===== src/rtl/core/assert_macros.svh =====
// ----------------------------------------------------------------------------
// Assertion macros
// Shared forms for clocked checks that are disabled while reset is low.
// ----------------------------------------------------------------------------
`ifndef ASSERT_MACROS_SVH
`define ASSERT_MACROS_SVH

// Check a property at every rising edge outside reset.
`define ASSERT_CLK(lbl, clk, rstn, prop, msg) \
  lbl: assert property (@(posedge clk) disable iff (!rstn) prop) else $error(msg);

// Check that a condition never holds at a rising edge outside reset.
`define ASSERT_NEVER(lbl, clk, rstn, cond, msg) \
  lbl: assert property (@(posedge clk) disable iff (!rstn) !(cond)) else $error(msg);

`endif


===== src/rtl/core/mrb_pkg.sv =====
// ----------------------------------------------------------------------------
// Modal resonator bank package
// Widths, word layout, command and configuration types shared by the block.
// ----------------------------------------------------------------------------
package mrb_pkg;

  localparam int MODE_W     = 6;
  localparam int NUM_MODES  = 2 ** MODE_W;
  localparam int DISP_WIDTH = 32;

  localparam int FB_W      = 24;
  localparam int DECAY_W   = 23;
  localparam int CF_W      = 32;
  localparam int MF_W      = 32;
  localparam int ACC_W     = 48;
  localparam int SCALE_W   = 32;
  localparam int SHIFT_W   = 6;
  localparam int COEF_FRAC = 22;

  // Input tdata layout, lowest field first
  localparam int TD_MODE_LSB  = 0;
  localparam int TD_FB_LSB    = TD_MODE_LSB + MODE_W;
  localparam int TD_DECAY_LSB = TD_FB_LSB + FB_W;
  localparam int TD_CF_LSB    = TD_DECAY_LSB + DECAY_W;
  localparam int TD_MF_LSB    = TD_CF_LSB + CF_W;
  localparam int TD_USED_W    = TD_MF_LSB + MF_W;
  localparam int TDATA_W      = ((TD_USED_W + 7) / 8) * 8;
  localparam int MDATA_W      = ((ACC_W + 7) / 8) * 8;

  localparam int QDEPTH = 4;
  localparam int QPTR_W = $clog2(QDEPTH);

  localparam int CFG_IDX_W  = 2;
  localparam int CFG_DATA_W = 32;

  typedef enum logic [CFG_IDX_W-1:0] {
    CFG_FORCE_SHIFT = 2'd0,
    CFG_ACCEL_SCALE = 2'd1,
    CFG_ACCEL_SHIFT = 2'd2
  } cfg_idx_e;

  typedef enum logic {
    OP_LOAD   = 1'b0,
    OP_SAMPLE = 1'b1
  } op_e;

  typedef struct packed {
    op_e                      op;
    logic [MODE_W-1:0]        mode;
    logic signed [FB_W-1:0]   coeff_feedback;
    logic [DECAY_W-1:0]       coeff_decay;
    logic signed [CF_W-1:0]   coeff_force;
    logic signed [MF_W-1:0]   modal_force;
    logic                     last_mode;
  } cmd_t;

  typedef struct packed {
    logic [SHIFT_W-1:0] force_shift;
    logic [SCALE_W-1:0] accel_scale;
    logic [SHIFT_W-1:0] accel_shift;
  } cfg_t;

endpackage


===== src/rtl/core/mrb_cmd_fifo.sv =====
// ----------------------------------------------------------------------------
// Modal resonator bank command queue
// Short first-in first-out queue between the front end and the back end.
// ----------------------------------------------------------------------------
`include "assert_macros.svh"

module mrb_cmd_fifo (
  input  logic          clk_i,
  input  logic          rst_ni,
  input  logic          push_i,
  input  mrb_pkg::cmd_t cmd_i,
  output logic          full_o,
  input  logic          pop_i,
  output logic          head_valid_o,
  output mrb_pkg::cmd_t head_o
);
  import mrb_pkg::*;

  cmd_t              buf_q [QDEPTH];
  logic [QPTR_W-1:0] wr_ptr_q, wr_ptr_d;
  logic [QPTR_W-1:0] rd_ptr_q, rd_ptr_d;
  logic [QPTR_W:0]   cnt_q, cnt_d;

  assign full_o       = (cnt_q == (QPTR_W+1)'(QDEPTH));
  assign head_valid_o = (cnt_q != '0);
  assign head_o       = buf_q[rd_ptr_q];

  always_comb begin
    wr_ptr_d = push_i ? wr_ptr_q + 1'b1 : wr_ptr_q;
    rd_ptr_d = pop_i ? rd_ptr_q + 1'b1 : rd_ptr_q;
    cnt_d    = cnt_q + (QPTR_W+1)'(push_i) - (QPTR_W+1)'(pop_i);
  end

  always_ff @(posedge clk_i or negedge rst_ni) begin
    if (!rst_ni) begin
      wr_ptr_q <= '0;
      rd_ptr_q <= '0;
      cnt_q    <= '0;
    end else begin
      wr_ptr_q <= wr_ptr_d;
      rd_ptr_q <= rd_ptr_d;
      cnt_q    <= cnt_d;
    end
  end

  always_ff @(posedge clk_i) begin
    if (push_i) begin
      buf_q[wr_ptr_q] <= cmd_i;
    end
  end

  `ASSERT_NEVER(a_fifo_ovf, clk_i, rst_ni, push_i && full_o, "push into full queue")
  `ASSERT_NEVER(a_fifo_unf, clk_i, rst_ni, pop_i && !head_valid_o, "pop from empty queue")
  `ASSERT_CLK(a_fifo_cnt, clk_i, rst_ni, push_i && !pop_i |=> cnt_q == $past(cnt_q) + 1'b1, "count slip")

endmodule


===== config.mk =====
export PLATFORM = sky130hd
export DESIGN_NAME = mrb_cmd_fifo
export DESIGN_NICKNAME = d
export VERILOG_FILES = /design/src/rtl/core/mrb_pkg.sv /design/src/rtl/core/mrb_cmd_fifo.sv
export VERILOG_INCLUDE_DIRS = /design/src /design/src/rtl/core
export SDC_FILE = /design/constraint.sdc
export NUM_CORES = 1
export LEC_CHECK = 0
export BUFFER_PORTS_ARGS = -buffer_cell sky130_fd_sc_hd__buf_2
export CAP_MARGIN = 20
export CELL_PAD_IN_SITES_DETAIL_PLACEMENT = 2
export CELL_PAD_IN_SITES_GLOBAL_PLACEMENT = 2
export CORE_UTILIZATION = 38
export DETAILED_ROUTE_END_ITERATION = 16
export GPL_ROUTABILITY_DRIVEN = 0
export HOLD_SLACK_MARGIN = 0.03
export PLACE_DENSITY = 0.8
export SLEW_MARGIN = 20
export SYNTH_ARGS = -nofsm -noshare
export SYNTH_HDL_FRONTEND = slang
export SYNTH_SLANG_ARGS = --single-unit

===== constraint.sdc =====
create_clock -name clk_i -period 5.3 [get_ports clk_i]
set_clock_uncertainty 0.1 [all_clocks]
set_input_delay 0.265 -clock clk_i [delete_from_list [all_inputs] [get_ports clk_i]]
set_output_delay 0.265 -clock clk_i [all_outputs]
set_load 0.05 [all_outputs]

Yosys cells after proc, flatten, opt, wreduce, memory -nomap -nowiden --
Memory sizes are Yosys's and may differ from the RTL's. Cells that the tools add are included.
Word-level totals: bits in registers 7, RAM bits 476, output and inout port bits 121, logic and storage cells 12, memories kept 1
Memories:
- buf_q | words 4, width 119, rd ports 1, clocked after Yosys merged registers in 0, write ports 1, line mrb_cmd_fifo.sv:19 | cmd_t buf_q [QDEPTH];
Operators by class: add/subtract/negate cells 4, equal/unequal tests 1, muxes and demuxes 2, reduce and logical (&&, ||, !) cells 1
Operator list (number):
- $add A2 B1 Y2 const B | 2
- $add A3 B1 Y3 | 1
- $eq A3 B3 Y1 const B | 1
- $reduce_bool A3 Y1 | 1
- $sub A3 B1 Y3 | 1
- $mux W1 | 2

Depth between registers and ports, before layout --
depth in word-level cells 2, mapped depth 7

Least setup slack after synthesis --
Ideal clock, no wire load.
path type flip-flop to flip-flop, from reg wr_ptr_q[0], to mem buf_q[0][0] (netlist name) (enable), library setup time 492 ps, data arrival time 3357 ps, data required time 4708 ps, slack 1352 ps, stages on the path, launching flop included 4, path through dfrtp_1 > inv_1 > ha_1 > and2_1
RTL lines:
- start, declared | line mrb_cmd_fifo.sv:20 | logic [QPTR_W-1:0] wr_ptr_q, wr_ptr_d;
- start signal, assigned | line mrb_cmd_fifo.sv:40 | wr_ptr_q <= wr_ptr_d;
- end, declared | line mrb_cmd_fifo.sv:19
Straight into the memory's write port.

==> flow_results.org <==
** Status
- The run finished with clean final reports.

** Critical path
- On the worst path, the slowest cell contributes a delay of 890 ps.
- For this design, the slowest cell found on the critical path is sky130_fd_sc_hd__dfrtp_4.
- Critical path peak fanout :: 57
- Start-to-end type of the worst setup path :: reg2out
- Walking the worst path, the cells encountered are buf_12 -> mux4_2 -> buf_2.
- Required @ worst endpoint :: 4930 ps
- STA classifies the critical path endpoint as an output pin.
- Data arrival time of the critical path :: 2930 ps
- Element type at the critical path start :: flip-flop

** Cells and area
- The repair_antennas step left the layout with diodes totalling 0.
- Fill cells in the final layout number 3935.
- Fraction of final layout cells sized beyond drive strength 1 :: 40.55%
- Compared with the post-synthesis result, the final layout area differs by 26.88%.
- The finished layout holds 1695 standard cells, fillers aside.
- At the end of the flow, the number of nets in the layout was 1185.

** GRT
- Antenna violations before repair :: 3
- Number of global-route vias before repair :: 9751
- First-pass GRT wire length :: 64250 um
- Total overflow reported by the global router :: 0
- Entering global routing, the biggest net connects 111 pins.
- Global-route usage over all layers :: 18.66%

** Floorplan
- The floorplan has 78 rows.
- Die width :: 217.2 um
- Count of pins on the block boundary :: 244
- The floorplan step defined a die boundary enclosing 47180 sq um.
- Effective utilization at floorplan :: 38.62%
- Vertical die dimension :: 217.2 um
- Core area :: 45580 sq um

** Logic synthesis
- The largest total area in the synthesized netlist belongs to sky130_fd_sc_hd__edfxtp_1.
- Synthesis produced a netlist whose cell count is 656.
- Syn Nets :: 786
- Sequential cells were found to cover 82.20% of the synthesized design area.
- A synthesized cell averages 26.83 sq um.
- In this run the biggest area consumer among cell types represents 81.21% of the synthesized area.
- Synth Cell Area :: 17600 sq um
- Dominant cell by count in the synthesized netlist :: sky130_fd_sc_hd__edfxtp_1
- After synthesis the netlist holds a flip-flop and latch count of 483.
- Yosys printed 0 warnings.
- After synthesis, the netlist uses 19 different library cells.
- Ys flop type :: sky130_fd_sc_hd__edfxtp_1
- Area contributors post-synth :: sky130_fd_sc_hd__edfxtp_1, sky130_fd_sc_hd__mux4_2, sky130_fd_sc_hd__dfrtp_1
- After synthesis, the share of flip-flops with an asynchronous set or reset is 1.449%.
- Post-synth EDFFs :: 476
- Counting instances in the post-synthesis netlist gives the leading cell types as sky130_fd_sc_hd__edfxtp_1, sky130_fd_sc_hd__mux4_2, sky130_fd_sc_hd__buf_2.

** Power and ir drop
- Static leakage :: 0.007663 uW
- Largest voltage drop on the vdd net :: 401.7 uV
- In this run the power density over the cells is 628.9 nW/um^2.
- Power comes to 14050 uW.

** Clock tree
- Counting the buffers created by CTS gives 50.
- H-tree levels :: 2
- Once the clock tree was built, the resizer swapped 0 gates to a different size.
- Number of clock sinks :: 483
- Bufs on Longest Clock Path :: 3
- TritonCTS built the clock tree.
- Register clock-pin slew on the reported worst setup and hold paths :: 60 ps
- For the worst-skew pair, the clock arrives at the later sink with an insertion delay of 580 ps.
- Clock tree synthesis selected as its root buffer the cell sky130_fd_sc_hd__clkbuf_16.

** Placement
- Sum of net half-perimeters after detailed placement :: 25130 um
- The number of placed instances, taps included, is 1480.
- PortBufs :: 243
- Setup WS pre-CTS :: 2561 ps

** STA
- Setup repair after global routing missed its margin :: false
- Final Hold Vio Count :: 0
- Top achievable clock speed :: 303.9 MHz
- The worst pin sits at a relative slew slack of 34.12%.
- Of the available clock period, the critical path in the final layout requires 62.09%.
- For the pin with the worst max-slew slack, the measured transition is 988.2 ps.
- Total negative slack for setup checks :: 0 ps
- Max Transition Viols Final :: 0
- After layout, the worst setup slack is 2009 ps.
- Fin Hold WS :: 344.6 ps
- Time the worst path needs with I/O delays and setup :: 3291 ps
- Final setup violation count :: 0

** Flow run
- Number of maximum-capacitance constraint violations :: 0

** Routing
- Number of design-rule violations left by the first detailed-router iteration :: 479
- Average detailed-routed wire length per instance :: 25.35 um
- Total routed wirelength :: 42960 um
- Antenna-violating nets left :: 0
- DR vias/cell :: 5.001
- The pre-antenna-repair detailed-routing pass consisted of 4 iterations.
- DRC violations left :: 0
- The final route contains 8477 vias.

** Worst hold path
- The tightest min-delay check is of the in2reg type.
area by class of cell:
cell class,count,area [sq um],share of cell area [%]
sequential,483,14480,64.82
multi-input combinational,140,2879,12.89
timing repair buffer,374,2582,11.56
clock buffer,71,1424,6.376
tap,600,750.7,3.362
clock inverter,21,197.7,0.8852
inverter,6,22.52,0.1008
per-stage QoR:
| stage | utilization (%) | cell area, sq um |
|---|---|---|
| floorplan | - | 17600 |
| global placement | 42.74 | 19480 |
| detailed placement | 42.74 | 19480 |
| CTS | 49.00 | 22330 |
| global route | 49.00 | 22330 |
| finish | 49.00 | 22330 |
worst paths after layout:
path | startpoint | to | slack, ps | cells past startpoint
max | rd_ptr_q[0] | head_o[114] | 2010 | 3
min | cmd_i[65] | buf_q[1][65] | 340 | 2
max reg2reg | wr_ptr_q[0] | buf_q[2][59] | 2870 | 4
min reg2reg | wr_ptr_q[0] | wr_ptr_q[0] | 460 | 1
max in group asynchronous | rst_ni | rd_ptr_q[1] | 4170 | 3
min in group asynchronous | rst_ni | wr_ptr_q[0] | 600 | 3
cells in the final DEF (no fill, tap or decap), drive strengths merged:
cell type / n
clkinv: 17
xnor2: 3
and3: 1
and2: 4
clkbuf: 71
ha: 6
xor2: 2
dlygate4sd3: 123
edfxtp: 476
buf: 251
fa: 1
or3: 1
inv: 6
dfrtp: 7
o21ai: 1
mux4: 119
nand2: 2
bufinv: 4
sequential cells by signal, indices dropped and copies added (netlist names):
register	flops
wr_ptr_q	2
rd_ptr_q	2
cnt_q	3
buf_q	476
cell families after synthesis:
logic type / count (synthesis) / share of synthesized area (%)
fa+ha+maj: 7 / 0.5402
simple gates: 8 / 0.2559
compound gates: 1 / 0.02841
xor+xnor: 5 / 0.2488
buf+inv: 33 / 1.500
mux: 119 / 15.23
flops: 483 / 82.20
where the power goes:
group / switching [uW] / internal [uW]
clock: 1430 / 2060
sequential: 377 / 5000
combinational: 3630 / 1550
worst max-delay path: cells and delay by family (launching register included):
family / cells / cell delay, ps
buffers and inverters: 2 / 690
flip-flops: 1 / 890
multiplexers: 1 / 610
metal layers:
| layer | GRT usage (%) | vias to the layer above | wire length, um |
|---|---|---|---|
| li1 | - | 3634 | - |
| met1 | 22.69 | 4528 | 17330 |
| met2 | 33.26 | 243 | 22560 |
| met3 | 4.095 | 66 | 2146 |
| met4 | 5.305 | 6 | 880 |
| met5 | 0 | - | 41 |
timing repair:
action                                  in CTS  in global routing
hold buffers                               123                  0
setup buffers                                0                  0
endpoints found under the setup margin       0                  0
hold endpoints to repair                   488                  0
(Power assumes the default switching activity.)
